## src/design/btlv_pkg.sv

```systemverilog
package btlv_pkg;

    typedef enum logic [2:0] {
        PH_TAG    = 3'd0,
        PH_LEN    = 3'd1,
        PH_L81    = 3'd2,
        PH_L82HI  = 3'd3,
        PH_L82LO  = 3'd4,
        PH_VALUE  = 3'd5,
        PH_SKIP   = 3'd6
    } t_phase;

    typedef enum logic [1:0] {
        ROLE_TAG   = 2'd0,
        ROLE_LEN   = 2'd1,
        ROLE_VALUE = 2'd2,
        ROLE_SKIP  = 2'd3
    } t_role;

    typedef enum logic [1:0] {
        ST_OK    = 2'd0,
        ST_SHORT = 2'd1,
        ST_INVAL = 2'd2
    } t_status;

    localparam logic [7:0] LEN_LONG1 = 8'h81;
    localparam logic [7:0] LEN_LONG2 = 8'h82;

    typedef struct packed {
        t_phase      phase;
        logic [7:0]  tag;
        logic [15:0] len;
        logic [15:0] count;
        t_status     err;
    } t_state;

    typedef struct packed {
        t_role       role;
        logic [7:0]  tag;
        logic [15:0] vlen;
        logic [15:0] voff;
        logic        done;
        t_status     status;
        logic        buffer_done;
    } t_result;

endpackage

```

## src/design/btlv_if.sv

```systemverilog
interface btlv_in_if;
    logic       valid;
    logic       ready;
    logic [7:0] data_byte;
    logic       last_byte;

    modport source (output valid, output data_byte, output last_byte, input ready);
    modport sink   (input valid, input data_byte, input last_byte, output ready);
endinterface

interface btlv_out_if;
    logic        valid;
    logic        ready;
    logic [1:0]  byte_role;
    logic [7:0]  entry_tag;
    logic [15:0] value_len;
    logic [15:0] value_offset;
    logic        entry_done;
    logic [1:0]  status;
    logic        buffer_done;

    modport source (
        output valid, output byte_role, output entry_tag, output value_len,
        output value_offset, output entry_done, output status, output buffer_done,
        input ready
    );
    modport sink (
        input valid, input byte_role, input entry_tag, input value_len,
        input value_offset, input entry_done, input status, input buffer_done,
        output ready
    );
endinterface

```

## src/design/ber_tlv_stream_parser.sv

```systemverilog
// Path: with the result register free, an accepted byte is registered in the input register and
// then in the result register. The parse state loops once per byte through the decoder.
// Throughput: one byte per cycle while the result is not stalled.
// Input and result registers decouple the two sides; while a result is stalled one more
// request is taken into the input register, after which input ready drops.
// Reset (synchronous, active low) empties both registers and returns the parser to tag.
module ber_tlv_stream_parser (
    input  logic              i_clk,
    input  logic              i_rst_n,
    btlv_in_if.sink           i_in,
    btlv_out_if.source        o_out
);
    import btlv_pkg::*;

    logic       r_in_valid;
    logic [7:0] r_in_byte;
    logic       r_in_last;
    t_state     r_state;
    t_state     n_state;
    logic       r_out_valid;
    t_result    r_out;
    t_result    n_out;
    logic       w_adv;
    logic       w_take;

    assign w_adv      = r_in_valid && (!r_out_valid || o_out.ready);
    assign i_in.ready = !r_in_valid || w_adv;
    assign w_take     = i_in.valid && i_in.ready;

    btlv_decode u_decode (
        .i_state  (r_state),
        .i_byte   (r_in_byte),
        .i_last   (r_in_last),
        .o_next   (n_state),
        .o_result (n_out)
    );

    always_ff @(posedge i_clk) begin
        if (!i_rst_n) begin
            r_in_valid  <= 1'b0;
            r_out_valid <= 1'b0;
            r_state     <= '{phase: PH_TAG, tag: 8'd0, len: 16'd0, count: 16'd0, err: ST_OK};
        end else begin
            if (w_take) begin
                r_in_valid <= 1'b1;
            end else if (w_adv) begin
                r_in_valid <= 1'b0;
            end
            if (w_adv) begin
                r_out_valid <= 1'b1;
                r_state     <= n_state;
            end else if (o_out.ready) begin
                r_out_valid <= 1'b0;
            end
        end
    end

    always_ff @(posedge i_clk) begin
        if (w_take) begin
            r_in_byte <= i_in.data_byte;
            r_in_last <= i_in.last_byte;
        end
        if (w_adv) begin
            r_out <= n_out;
        end
    end

    assign o_out.valid        = r_out_valid;
    assign o_out.byte_role    = r_out.role;
    assign o_out.entry_tag    = r_out.tag;
    assign o_out.value_len    = r_out.vlen;
    assign o_out.value_offset = r_out.voff;
    assign o_out.entry_done   = r_out.done;
    assign o_out.status       = r_out.status;
    assign o_out.buffer_done  = r_out.buffer_done;

`ifndef NO_ASSERTIONS
    a_done_ok: assert property (@(posedge i_clk) disable iff (!i_rst_n)
        r_out_valid && r_out.done |-> r_out.status == ST_OK)
        else $error("entry completed with error status");

    a_last_restart: assert property (@(posedge i_clk) disable iff (!i_rst_n)
        w_adv && r_in_last |=> r_state.phase == PH_TAG && r_state.err == ST_OK)
        else $error("parser not restarted after last byte");

    a_skip_inval: assert property (@(posedge i_clk) disable iff (!i_rst_n)
        r_out_valid && r_out.role == ROLE_SKIP |-> r_out.status == ST_INVAL)
        else $error("skipped byte without invalid status");

    a_offset_range: assert property (@(posedge i_clk) disable iff (!i_rst_n)
        r_out_valid && r_out.role == ROLE_VALUE |-> r_out.voff < r_out.vlen)
        else $error("value offset beyond value length");
`endif

endmodule

```

## src/design/btlv_decode.sv

```systemverilog
module btlv_decode (
    input  btlv_pkg::t_state  i_state,
    input  logic [7:0]        i_byte,
    input  logic              i_last,
    output btlv_pkg::t_state  o_next,
    output btlv_pkg::t_result o_result
);
    import btlv_pkg::*;

    t_state      w_next;
    t_result     w_res;
    logic        w_complete;
    logic [15:0] w_len;
    logic [15:0] w_count_inc;

    assign w_count_inc = i_state.count + 16'd1;

    always_comb begin
        w_next      = i_state;
        w_complete  = 1'b0;
        w_len       = 16'd0;
        w_res.role        = ROLE_TAG;
        w_res.tag         = i_state.tag;
        w_res.vlen        = 16'd0;
        w_res.voff        = 16'd0;
        w_res.done        = 1'b0;
        w_res.status      = ST_OK;
        w_res.buffer_done = i_last;

        unique case (i_state.phase)
            PH_LEN: begin
                w_res.role = ROLE_LEN;
                if (!i_byte[7]) begin
                    w_complete = 1'b1;
                    w_len      = {8'd0, i_byte};
                end else if (i_byte == LEN_LONG1) begin
                    w_next.phase = PH_L81;
                    if (i_last) w_res.status = ST_SHORT;
                end else if (i_byte == LEN_LONG2) begin
                    w_next.phase = PH_L82HI;
                    if (i_last) w_res.status = ST_SHORT;
                end else begin
                    w_res.status = ST_INVAL;
                    w_next.err   = ST_INVAL;
                    w_next.phase = PH_SKIP;
                end
            end
            PH_L81: begin
                w_res.role = ROLE_LEN;
                w_complete = 1'b1;
                w_len      = {8'd0, i_byte};
            end
            PH_L82HI: begin
                w_res.role   = ROLE_LEN;
                w_next.len   = {i_byte, 8'd0};
                w_next.phase = PH_L82LO;
                if (i_last) w_res.status = ST_SHORT;
            end
            PH_L82LO: begin
                w_res.role = ROLE_LEN;
                w_complete = 1'b1;
                w_len      = {i_state.len[15:8], i_byte};
            end
            PH_VALUE: begin
                w_res.role   = ROLE_VALUE;
                w_res.vlen   = i_state.len;
                w_res.voff   = i_state.count;
                w_next.count = w_count_inc;
                if (w_count_inc >= i_state.len) begin
                    w_res.done   = 1'b1;
                    w_next.phase = PH_TAG;
                end else if (i_last) begin
                    w_res.status = ST_SHORT;
                end
            end
            PH_SKIP: begin
                w_res.role   = ROLE_SKIP;
                w_res.status = i_state.err;
            end
            default: begin
                w_next.tag   = i_byte;
                w_next.len   = 16'd0;
                w_next.count = 16'd0;
                w_next.phase = PH_LEN;
                w_res.tag    = i_byte;
                if (i_last) w_res.status = ST_SHORT;
            end
        endcase

        if (w_complete) begin
            w_res.vlen   = w_len;
            w_next.len   = w_len;
            w_next.count = 16'd0;
            if (w_len == 16'd0) begin
                w_res.done   = 1'b1;
                w_next.phase = PH_TAG;
            end else begin
                w_next.phase = PH_VALUE;
                if (i_last) w_res.status = ST_SHORT;
            end
        end

        if (i_last) begin
            w_next.phase = PH_TAG;
            w_next.len   = 16'd0;
            w_next.count = 16'd0;
            w_next.err   = ST_OK;
        end
    end

    assign o_next   = w_next;
    assign o_result = w_res;

endmodule
```

## src/flat_wrapper.sv

```systemverilog
// flat-port wrapper written by rule: the top's interface ports become plain ports
module ber_tlv_stream_parser_flat import btlv_pkg::*;
  (i_clk, i_rst_n, i_in_valid, i_in_data_byte, i_in_last_byte, i_in_ready, o_out_valid, o_out_byte_role, o_out_entry_tag, o_out_value_len, o_out_value_offset, o_out_entry_done, o_out_status, o_out_buffer_done, o_out_ready);
  btlv_in_if i_in_i ();
  btlv_out_if o_out_i ();
  input  logic i_clk;
  input  logic i_rst_n;
  input wire logic [$bits(i_in_i.valid)-1:0] i_in_valid;
  input wire logic [$bits(i_in_i.data_byte)-1:0] i_in_data_byte;
  input wire logic [$bits(i_in_i.last_byte)-1:0] i_in_last_byte;
  output wire logic [$bits(i_in_i.ready)-1:0] i_in_ready;
  output wire logic [$bits(o_out_i.valid)-1:0] o_out_valid;
  output wire logic [$bits(o_out_i.byte_role)-1:0] o_out_byte_role;
  output wire logic [$bits(o_out_i.entry_tag)-1:0] o_out_entry_tag;
  output wire logic [$bits(o_out_i.value_len)-1:0] o_out_value_len;
  output wire logic [$bits(o_out_i.value_offset)-1:0] o_out_value_offset;
  output wire logic [$bits(o_out_i.entry_done)-1:0] o_out_entry_done;
  output wire logic [$bits(o_out_i.status)-1:0] o_out_status;
  output wire logic [$bits(o_out_i.buffer_done)-1:0] o_out_buffer_done;
  input wire logic [$bits(o_out_i.ready)-1:0] o_out_ready;
  assign i_in_i.valid = i_in_valid;
  assign i_in_i.data_byte = i_in_data_byte;
  assign i_in_i.last_byte = i_in_last_byte;
  assign i_in_ready = i_in_i.ready;
  assign o_out_valid = o_out_i.valid;
  assign o_out_byte_role = o_out_i.byte_role;
  assign o_out_entry_tag = o_out_i.entry_tag;
  assign o_out_value_len = o_out_i.value_len;
  assign o_out_value_offset = o_out_i.value_offset;
  assign o_out_entry_done = o_out_i.entry_done;
  assign o_out_status = o_out_i.status;
  assign o_out_buffer_done = o_out_i.buffer_done;
  assign o_out_i.ready = o_out_ready;
  ber_tlv_stream_parser u_core (.i_clk(i_clk), .i_rst_n(i_rst_n), .i_in(i_in_i), .o_out(o_out_i));
endmodule
```

## config.mk

```make
export PLATFORM = sky130hd
export DESIGN_NAME = ber_tlv_stream_parser_flat
export DESIGN_NICKNAME = d
export VERILOG_FILES = /design/src/design/btlv_pkg.sv /design/src/design/btlv_if.sv /design/src/design/ber_tlv_stream_parser.sv /design/src/design/btlv_decode.sv /design/src/flat_wrapper.sv
export SDC_FILE = /design/constraint.sdc
export NUM_CORES = 1
export LEC_CHECK = 0
export BUFFER_PORTS_ARGS = -buffer_cell sky130_fd_sc_hd__buf_2
export CAP_MARGIN = 10
export CORE_ASPECT_RATIO = 2
export CORE_MARGIN = 4
export CORE_UTILIZATION = 30
export DETAILED_ROUTE_END_ITERATION = 8
export GPL_TIMING_DRIVEN = 1
export SLEW_MARGIN = 25
export SYNTH_ARGS = -nofsm -noshare
export SYNTH_HDL_FRONTEND = slang
export SYNTH_SLANG_ARGS = --single-unit
```

## constraint.sdc

```tcl
create_clock -name i_clk -period 5.6 [get_ports i_clk]
set_input_delay 0.56 -clock i_clk [delete_from_list [all_inputs] [get_ports i_clk]]
set_output_delay 0.56 -clock i_clk [all_outputs]
set_load 0.005 [all_outputs]
```

==> run_results.csv, run 1 <==
group,metric,value,unit
status,status,"finished, final reports clean",
setup_path,crit_type,"register to register",
setup_path,r2r_slack,2.27,ns
logic_synthesis,synth_cell_types,54,
sta,skew,0.00800,ns
sta,post-route-period-util,59.4,%
global_routing,grt_max_degree,51,
cells_and_area,diodes,0,
route,first_pass_iters,4,
logic_synthesis,synth_cells,455,
global_routing,overflow,0,
logic_synthesis,ys_ff_latch,101,
setup_path,r2r-end,"u_core.r_state[42]",
power,clockPowerShare,40.4,%
cells_and_area,syn2layout_area_growth,15.7,%
min_path,hp-class,"input pin to register",
power,swShare,21.9,%
global_routing,grt_usage,13.3,%
place,gp_congestion,0.902,
setup_path,worstPathRequired,5.86,ns
floorplan,rows,64,
power,netSwitchingPower,0.000336,W
logic_synthesis,syn_area,4700,µm²
setup_path,crit_path_end,"u_core.r_state[42]",
clocking,clock_path_buffers,2,
route,dr_total_vias,3537,
route,drt.antenna.violating_nets,0,
power,leakagePower,2.07,nW
setup_path,cp-startpoint,"u_core.r_state[2]",
cells_and_area,n_fill_cell,1573,
place,io_buffers,60,
sta,fin_ws,2.27,ns
clocking,h-tree-depth,3,
place,dpl.hpwl,8.53,mm
logic_synthesis,synth_xor_area_share,2.98,%
clocking,post_cts_buffers,0,
logic_synthesis,synthSimpleGateAreaFrac,18.8,%
global_routing,grt_first_pass_wirelength,17.8,mm
power,power,0.00153,W
power,seqPwrFrac,53.9,%
route,avgViaCountPerCell,5.02,
power,internal_power,0.00120,W
logic_synthesis,syn_nets,485,
logic_synthesis,synth_warnings,0,
clocking,clkSlewWorstSetupHoldPaths,0.07,ns
route,post-route-drc-count,0,
sta,slew_violations,0,
setup_path,cp_max_fo,7,
sta,setup_tns,0,ns
power,peakVddDrop,0.000144,V
clocking,cts_resized,0,
sta,min_period,3.33,ns
logic_synthesis,synthArstFlopShare,0,%
setup_path,arrival,3.59,ns
power,p_per_area,282,nW/µm²
sta,fmax,301,MHz
sta,rsz0062_at_grt,"no",
cells_and_area,layout-drive-gt1-share,18.7,%
floorplan,start_util,30.6,%
cells_and_area,multi_input_area,1940,µm²
logic_synthesis,synth_fa_ha_area_share,4.52,%
logic_synthesis,synth-compound-area-share,12.2,%
clocking,cts_root_buf,"clkbuf_16",
logic_synthesis,avgSynthCellArea,10.3,µm²
floorplan,ios,61,
clocking,cts.sinks,101,
route,route.detailed.wl_per_inst,16.2,µm
clocking,clock_latency,0.34,ns
job,drv_cap,0,
floorplan,die_h,185,µm
sta,relSlewSlack,35.6,%
floorplan,coreArea,15400,µm²
global_routing,grt_pass1_vias,3550,
logic_synthesis,synth_edf_count,55,
logic_synthesis,synth.area.mux_share,2.55,%
cells_and_area,regArea,2570,µm²
global_routing,antenna_found_initial,0,
logic_synthesis,seq_area_frac_synth,54.7,%
floorplan,die_area,17900,µm²
place,dp_slack,2.25,ns
global_routing,met3_usage,2.20,%
sta,hold_viol,0,
route,postRouteWirelength,11.4,mm
global_routing,grt.busiest_layer,"met2",
sta,setup_viol,0,
route,drtIter0Drc,131,
global_routing,grt_use_met1,13.0,%
setup_path,start_kind,"register",
sta,tightest_slew,0.960,ns
clocking,cts_buffers,9,
logic_synthesis,synth-main-ff-cell,"edfxtp_1",
global_routing,met2_usage,24.7,%
setup_path,worstSetupEndpointType,"register",
setup_path,reg2reg_depth,12,
power,pwr-share-comb,5.7,%
clocking,ctsHoldBuffers,0,
setup_path,r2r_start,"u_core.r_state[2]",
cells_and_area,final_nets,532,
floorplan,die_x,96.5,µm
logic_synthesis,synth_top_family_by_area,"simple AND/OR/NAND/NOR gates",
clocking,cts_tree,"built",
[worst min-delay path by stage]
| stage | startpoint | to | depth (start not counted) |
|---|---|---|---|
| 3_5_place_dp | u_core.r_state[23] | u_core.r_state[23] | 2 |
| 3_3_place_gp | u_core.r_state[23] | u_core.r_state[23] | 2 |
| 6_report | i_in_data_byte[2] | u_core.r_in_byte[2] | 1 |
| 4_1_cts | i_in_last_byte | u_core.r_in_last | 1 |
| 5_1_grt | i_in_data_byte[4] | u_core.r_in_byte[4] | 1 |
| 2_1_floorplan | u_core.r_state[19] | u_core.r_state[19] | 2 |
[synth_stat cells (7+ instances only)]
library cell   n  share of area, %
a21oi_1       26               2.8
a22o_1         9               1.7
a22oi_1        7               1.1
a31oi_1        7              0.93
and3_1        15               2.0
clkbuf_1      16               1.3
dfxtp_1       46                20
edfxtp_1      55                35
ha_1          17               4.5
inv_1         20               1.6
mux2_2         8               1.9
nand2_1       36               2.9
nand3_1       18               1.9
nor2_1        59               4.7
nor3_1        13               1.4
o21ai_0       14               1.5
xnor2_1       10               1.9
[critical path: stages, from the launching register on]
cell	delay [ns]
dfxtp_1	0.44
ha_1	0.27
and3_1	0.26
nand4_1	0.22
or2_2	0.39
xnor2_1	0.14
ha_1	0.27
nand4_1	0.14
nor2_1	0.07
nor4_1	0.24
o21ai_0	0.21
o31ai_2	0.37
mux2i_1	0.24
[per-stage QoR]
| stage | std cells | hold WS, ns | cell area [µm²] | utilization [%] |
|---|---|---|---|---|
| finish | 705 | 0.395 | 5440 | 35.4 |
| global route | 705 | 0.383 | 5440 | 35.4 |
| CTS | 705 | 0.387 | 5440 | 35.4 |
| detailed placement | 689 | 0.446 | 5150 | 33.5 |
| global placement | 689 | 0.442 | 5150 | 33.5 |
| floorplan | 455 | 0.432 | 4700 | - |
[sequential cells by signal, indices dropped and copies added (netlist names), 2 cells and up]
register,flops
u_core.o_out.byte_role,2
u_core.o_out.entry_tag,8
u_core.o_out.status,2
u_core.o_out.value_len,16
u_core.o_out.value_offset,16
u_core.r_in_byte,8
u_core.r_state,44
[cell type report]
cell class / count / share of cell area [%]
clock buffers: 12 / 4.53
clock inverters: 4 / 0.897
inverters: 20 / 1.38
multi-input cells: 308 / 35.6
flip-flops and latches: 101 / 47.3
well taps: 198 / 4.55
repair buffers: 62 / 5.79
[power groups by stage]
stage	logic, W	registers, W	clock network [W]
after floorplan	0.0000562	0.000835	0
after global routing	0.0000974	0.000828	0.000657
after global placement	0.0000869	0.000842	0
after CTS	0.0000889	0.000826	0.000630
final	0.0000876	0.000825	0.000620
after detailed placement	0.0000887	0.000842	0
[kinds of logic (layout without fill, tap and decap cells)]
group,Yosys count,count (layout)
AND/OR/NAND/NOR,180,180
flip-flops,101,101
AO/OA/AOI/OAI,84,84
buffers and inverters,46,98
adder cells (fa/ha/maj),17,17
XOR/XNOR,16,16
multiplexers,11,11
[layout by cell type (no fill, tap or decap), drive strengths merged, types with 3 or more instances in the layout]
master  netlist  routed
a22oi         7       7
and2          5       5
nand4         7       7
clkbuf       17      12
ha           17      17
dfxtp        46      46
inv          20      20
a21oi        27      27
nor2b         4       4
nand2        36      36
and3         16      16
nor4          3       3
nand3        18      18
nor3         14      14
mux2i         3       3
xnor2        10      10
nand2b        3       3
a31oi         7       7
or3           6       6
a21o          6       6
mux2          8       8
edfxtp       55      55
nor2         60      60
buf           9      62
a22o          9       9
xor2          6       6
o21ai        14      14
[routing by layer]
metal  part of all wire [%]  routed length [µm]
met2                     56                6380
met3                    3.1                 354
met5                      0                   0
met1                     36                4130
met4                    4.8                 548
Power figures use the tool's default switching activity.
==> inputs of run 2 (changes only) <==
- ABC_AREA: default -> 1
- clock period: 5.6 -> 2.9 ns (I/O delays scaled with it)
==> run_results.csv, run 2 <==
group,metric,value,unit
place,io_buffers,60,
cells_and_area,n_fill_cell,1622,
power,leakagePower,2.26,nW
cells_and_area,largest_reg_flops,44,
job,drv_cap,0,
floorplan,die_area,18100,µm²
logic_synthesis,seq_area_frac_synth,53.9,%
setup_path,crit_chain,"ha_1, nand2_1, nor2_2, nand2_1, nor2_2, nand2_1, o21ai_1, nand2_1, inv_1, ha_1, nand2_1, o21bai_1, a21oi_1, nor2_2, nand3_2, nand2_1, nand2_1, nand2_1, nor2_1",
logic_synthesis,ys_ff_latch,101,
cells_and_area,syn2layout_area_growth,17.7,%
logic_synthesis,avgSynthCellArea,8.50,µm²
cells_and_area,final_nets,651,
clocking,clkSlewWorstSetupHoldPaths,0.07,ns
power,pwr-share-comb,8.5,%
logic_synthesis,synth_warnings,0,
global_routing,met3_usage,2.81,%
logic_synthesis,synthArstFlopShare,0,%
floorplan,die_h,186,µm
sta,setup_tns,0,ns
setup_path,cp_max_fo,5,
route,drtIter0Drc,234,
route,route.detailed.wl_per_inst,14.4,µm
logic_synthesis,synth_cell_types,29,
clocking,cts_buffers,9,
place,dp_slack,0.149,ns
logic_synthesis,netlist.area_leader.share,34.6,%
setup_path,start_kind,"register",
cells_and_area,layout-drive-gt1-share,16.1,%
sta,min_period,2.53,ns
min_path,hp-class,"input pin to register",
logic_synthesis,synth_edf_count,55,
route,drt.antenna.violating_nets,0,
setup_path,crit_slowest_cell,"dfxtp_1",
sta,post-route-period-util,87.3,%
global_routing,grt_max_degree,56,
power,internal_power,0.00233,W
setup_path,critical_path.max_stage_delay,0.38,ns
setup_path,critical-path-top-cell-by-count,"nand2_1",
logic_synthesis,synth_top_area_cell,"edfxtp_1",
route,first_pass_iters,4,
cells_and_area,final_common_cell,"nand2_1",
global_routing,grt_first_pass_wirelength,18.9,mm
route,post-route-drc-count,0,
clocking,post_cts_buffers,0,
setup_path,worstPathRequired,3.14,ns
power,p_per_area,553,nW/µm²
cells_and_area,diodes,0,
cells_and_area,regArea,2570,µm²
status,status,"finished, final reports clean",
cells_and_area,instances_no_fill,827,
floorplan,ios,61,
clocking,h-tree-depth,3,
setup_path,worstSetupEndpointType,"register",
floorplan,rows,65,
global_routing,overflow,0,
cells_and_area,multi_input_area,1840,µm²
logic_synthesis,synth_most_common_cell,"nand2_1",
power,peakVddDrop,0.000271,V
place,gp_congestion,0.830,
logic_synthesis,synth.area.top_cells,"edfxtp_1 (35%), dfxtp_1 (19%), nand2_1 (10%)",
floorplan,start_util,30.4,%
setup_path,crit_type,"register to register",
place,dpl.hpwl,8.89,mm
logic_synthesis,syn_nets,591,
global_routing,met2_usage,25.6,%
floorplan,coreArea,15700,µm²
sta,setup_viol,0,
power,seqPwrFrac,51.5,%
clocking,cts_tree,"built",
place,placedCellCount,811,
global_routing,grt_use_met1,13.2,%
power,clockPowerShare,40.0,%
sta,hold_viol,0,
power,swShare,25.1,%
global_routing,grt.busiest_layer,"met2",
logic_synthesis,synth_cells,561,
logic_synthesis,syn_area,4770,µm²
sta,whs,0.110,ns
logic_synthesis,synth-main-ff-cell,"edfxtp_1",
global_routing,grt_usage,13.4,%
sta,rsz0062_at_grt,"no",
sta,skew,0.00960,ns
global_routing,antenna_found_initial,0,
floorplan,die_x,97.2,µm
clocking,clock_path_buffers,2,
cells_and_area,regMostFlops,"u_core.r_state",
sta,tightest_slew,0.696,ns
sta,fmax,395,MHz
route,dr_total_vias,3789,
clocking,clock_latency,0.35,ns
setup_path,arrival,2.77,ns
clocking,cts.sinks,101,
cells_and_area,final_cell_mix,"nand2_1 (130), inv_1 (70), buf_2 (60), edfxtp_1 (55)",
global_routing,grt_pass1_vias,3695,
clocking,cts_root_buf,"clkbuf_16",
sta,fin_ws,0.369,ns
sta,relSlewSlack,53.6,%
route,postRouteWirelength,11.9,mm
power,netSwitchingPower,0.000779,W
sta,slew_violations,0,
logic_synthesis,yosys-top-cells-count,"nand2_1 (130), inv_1 (71), edfxtp_1 (55)",
route,avgViaCountPerCell,4.58,
-- run 2: cell types whose count changed in the layout (fill, tap and decap cells not counted), moves of 10 or more --
cell and change:
o21ai_0 +13, xnor2_1 -10, o21ai_1 +13, nand2_1 +94, and3_1 -15, a21oi_1 +25
inv_1 +51, nand3_1 +10
-- run 2: power groups by stage --
stage | clock network [W] | registers (W) | logic, W
3_3_place_gp | 0 | 0.00163 | 0.000266
6_report | 0.00124 | 0.00160 | 0.000263
2_1_floorplan | 0 | 0.00163 | 0.000167
3_5_place_dp | 0 | 0.00163 | 0.000267
5_1_grt | 0.00134 | 0.00161 | 0.000298
4_1_cts | 0.00127 | 0.00160 | 0.000269
-- run 2: final timing paths --
path / from / end / slack, ns / depth (start not counted)
hold reg to reg: u_core.r_state[24] / u_core.r_state[24] / 0.47 / 2
hold / removal: i_in_data_byte[4] / u_core.r_in_byte[4] / 0.11 / 1
setup / recovery: u_core.r_state[3] / u_core.r_state[44] / 0.37 / 19
setup reg to reg: u_core.r_state[3] / u_core.r_state[44] / 0.37 / 19
-- run 2: area by class of cell --
type	instances	area share (%)
well taps	201	4.48
repair buffers	66	6.15
clock inverters	5	0.869
inverters	78	5.22
clock buffers	11	4.70
flip-flops and latches	101	45.8
multi-input cells	365	32.7
-- run 2: what timing repair did --
item	CTS	global route
endpoints found under the hold margin	0	0
gates resized for setup	0	5
hold buffers	0	0
setup endpoints to repair	0	5
-- run 2: through the flow --
| step | total power (W) | instance area (µm²) | util [%] |
|---|---|---|---|
| 2_1_floorplan | 0.00180 | 4770 | - |
| 3_3_place_gp | 0.00190 | 5290 | 33.7 |
| 3_5_place_dp | 0.00190 | 5290 | 33.7 |
| 4_1_cts | 0.00315 | 5600 | 35.7 |
| 5_1_grt | 0.00325 | 5610 | 35.8 |
| 6_report | 0.00311 | 5610 | 35.8 |
-- run 2: kinds of logic after synthesis --
logic type	after synthesis	share of synthesized area, %
AOI/OAI and AO/OA	104	11.6
xor gates and xnor gates	11	2.02
adders and majority gates	17	4.46
buffers and inverters	95	7.79
DFF	101	53.9
and+or+nand+nor	233	20.2
-- run 2: metal layers --
layer  wire length, µm  up-vias
li1                  -     1965
met1              4330     1728
met2              6820       77
met3               387       19
met4               333        0
met5                 0        -
-- run 2: worst max-delay path, delay by kind of cell (launching register included) --
| kind | cells | cell delay [ns] |
|---|---|---|
| simple gates | 13 | 1.25 |
| fa+ha+maj | 2 | 0.42 |
| flops | 1 | 0.38 |
| compound gates | 3 | 0.31 |
| buf+inv | 1 | 0.07 |
==> inputs of run 3 (changes only) <==
- SYNTH_HIERARCHICAL: default -> 1
==> run_results.csv, run 3 <==
group,metric,value,unit
logic_synthesis,synthArstFlopShare,0,%
clocking,clock_path_buffers,2,
cells_and_area,regMostFlops,"u_core/r_state",
place,gp_congestion,0.918,
setup_path,r2r_slack,0.22,ns
global_routing,overflow,0,
logic_synthesis,syn_nets,808,
cells_and_area,largest_reg_flops,45,
sta,slew_violations,0,
setup_path,worstSetupEndpointType,"register",
setup_path,crit_type,"register to register",
logic_synthesis,synth.area.top_cells,"edfxtp_1 (28%), dfxtp_1 (16%), nand2_1 (10%)",
logic_synthesis,synth_warnings,6,
sta,tightest_slew,1.01,ns
power,pwr-share-comb,16.9,%
clocking,h-tree-depth,3,
clocking,clkSlewWorstSetupHoldPaths,0.07,ns
floorplan,ios,61,
min_path,holdPathStages,1,
logic_synthesis,synth_edf_count,55,
route,drtIter0Drc,331,
power,leakagePower,2.75,nW
power,swShare,28.7,%
sta,skew,0.0101,ns
cells_and_area,n_fill_cell,2070,
floorplan,die_h,207,µm
place,dpl.hpwl,11.4,mm
global_routing,grt_usage,14.8,%
cells_and_area,final_cell_mix,"nand2_1 (157), inv_1 (112), a21oi_1 (97), nor2_1 (78), nand3_1 (70)",
floorplan,start_util,30.5,%
route,avgViaCountPerCell,4.72,
global_routing,grt_first_pass_wirelength,25.2,mm
logic_synthesis,syn_area,5910,µm²
logic_synthesis,yosys-top-cells-count,"nand2_1 (158), inv_1 (112), a21oi_1 (98)",
min_path,hold_end,"u_core/r_in_byte[1]",
job,drv_cap,0,
logic_synthesis,synth-main-ff-cell,"edfxtp_1",
route,route.detailed.wl_per_inst,15.1,µm
sta,min_period,2.68,ns
cells_and_area,final_common_cell,"nand2_1",
floorplan,die_area,22200,µm²
setup_path,cp-startpoint,"u_core/r_state[6]",
power,clockPowerShare,36.9,%
route,postRouteWirelength,16.4,mm
place,io_buffers,60,
route,first_pass_iters,7,
logic_synthesis,seq_area_frac_synth,43.8,%
min_path,hp-class,"input pin to register",
logic_synthesis,synth_cell_types,34,
clocking,clock_latency,0.36,ns
sta,hold_viol,0,
cells_and_area,final_nets,847,
setup_path,start_kind,"register",
global_routing,grt_pass1_vias,4766,
power,netSwitchingPower,0.00104,W
route,dr_total_vias,5104,
sta,setup_viol,0,
sta,fmax,373,MHz
floorplan,die_x,107,µm
power,p_per_area,540,nW/µm²
setup_path,r2r_start,"u_core/r_state[6]",
global_routing,grt_max_degree,92,
clocking,cts.sinks,102,
logic_synthesis,synth_cells,778,
clocking,ctsHoldBuffers,0,
clocking,cts_root_buf,"clkbuf_16",
logic_synthesis,ys_ff_latch,102,
power,internal_power,0.00257,W
cells_and_area,layout-drive-gt1-share,16.2,%
global_routing,antenna_found_initial,0,
floorplan,rows,72,
setup_path,worstPathRequired,3.19,ns
setup_path,r2r-end,"u_core/r_state[44]",
route,drt.antenna.violating_nets,0,
route,post-route-drc-count,0,
power,peakVddDrop,0.000308,V
cells_and_area,utilization,34.5,%
logic_synthesis,synth_top_area_cell,"edfxtp_1",
logic_synthesis,synth_most_common_cell,"nand2_1",
logic_synthesis,avgSynthCellArea,7.60,µm²
sta,whs,0.107,ns
floorplan,coreArea,19400,µm²
clocking,cts_tree,"built",
status,status,"finished, final reports clean",
sta,relSlewSlack,33.0,%
clocking,cts_buffers,9,
setup_path,reg2reg_depth,19,
setup_path,arrival,2.97,ns
setup_path,cp_max_fo,7,
cells_and_area,diodes,0,
sta,post-route-period-util,92.4,%
cells_and_area,syn2layout_area_growth,13.0,%
logic_synthesis,netlist.area_leader.share,27.9,%
power,seqPwrFrac,46.3,%
min_path,holdCritStartpoint,"i_in_data_byte[1]",
-- run 3: final cells by class --
type                       instances  area [µm²]  area share [%]
tap                              259         324            4.85
inverter                         125         474            7.10
clock inverter                     6        92.6            1.39
multi-input combinational        504        2530            37.9
timing repair buffer              75         425            6.37
clock buffer                      10         229            3.43
sequential                       102        2600            38.9
-- run 3: how the worst max path moves through the flow --
stage	end	slack (ns)	depth (start not counted)
after floorplan	u_core/r_state[44]	0.57	20
after global placement	u_core/r_state[44]	0.25	23
after detailed placement	u_core/r_state[44]	0.21	23
after CTS	u_core/r_state[44]	0.18	23
after global routing	u_core/r_state[44]	-0.004	20
final	u_core/r_state[44]	0.22	19
-- run 3: stage by stage --
| step | cell area, µm² | std cells | setup WS [ns] | setup TNS, ns | total power (W) |
|---|---|---|---|---|---|
| 6_report | 6680 | 1081 | 0.219 | 0 | 0.00361 |
| 5_1_grt | 6680 | 1081 | -0.00379 | -0.00379 | 0.00378 |
| 4_1_cts | 6610 | 1077 | 0.180 | 0 | 0.00364 |
| 3_5_place_dp | 6290 | 1061 | 0.205 | 0 | 0.00231 |
| 3_3_place_gp | 6290 | 1061 | 0.247 | 0 | 0.00230 |
| 2_1_floorplan | 5920 | 778 | 0.569 | 0 | 0.00216 |
-- run 3: critical path: stages, from the launching register on --
cell     delay [ns]
dfxtp_1        0.56
nand2_1        0.09
nor3_1         0.28
nand3_1        0.14
xor2_1         0.17
inv_1          0.10
ha_1           0.30
nand2_1        0.07
nand2_1        0.05
nand2_1        0.05
a21oi_1        0.06
nor2_1         0.16
nand3_2        0.11
nand3_1        0.09
nand2_1        0.05
inv_1          0.04
inv_1          0.03
nand3_1        0.06
nand2_1        0.07
nor2_1         0.13
-- run 3: timing repair --
| item | CTS | global route |
|---|---|---|
| gates resized for setup | 0 | 11 |
| endpoints found under the setup margin | 0 | 3 |
| buffers inserted | 0 | 4 |
-- run 3: power by group through the flow --
stage	registers (W)	clock network [W]	logic [W]
finish	0.00167	0.00133	0.000609
global route	0.00168	0.00141	0.000688
CTS	0.00167	0.00136	0.000611
detailed placement	0.00170	0	0.000608
global placement	0.00170	0	0.000604
floorplan	0.00169	0	0.000465
-- run 3: kinds of logic after synthesis --
family / Yosys count / share of synthesized area [%]
AND/OR/NAND/NOR: 341 / 25.3
buffers and inverters: 172 / 14.0
AO/OA/AOI/OAI: 141 / 12.5
flip-flops: 102 / 43.8
adder cells (fa/ha/maj): 17 / 3.60
XOR/XNOR: 5 / 0.741
-- run 3: per-layer routing --
layer	global-route usage, %	up-vias	wire, µm
met5	0	-	0
met2	28.2	127	9080
met4	9.01	0	790
met3	1.84	38	504
li1	-	2584	-
met1	15.0	2355	6000
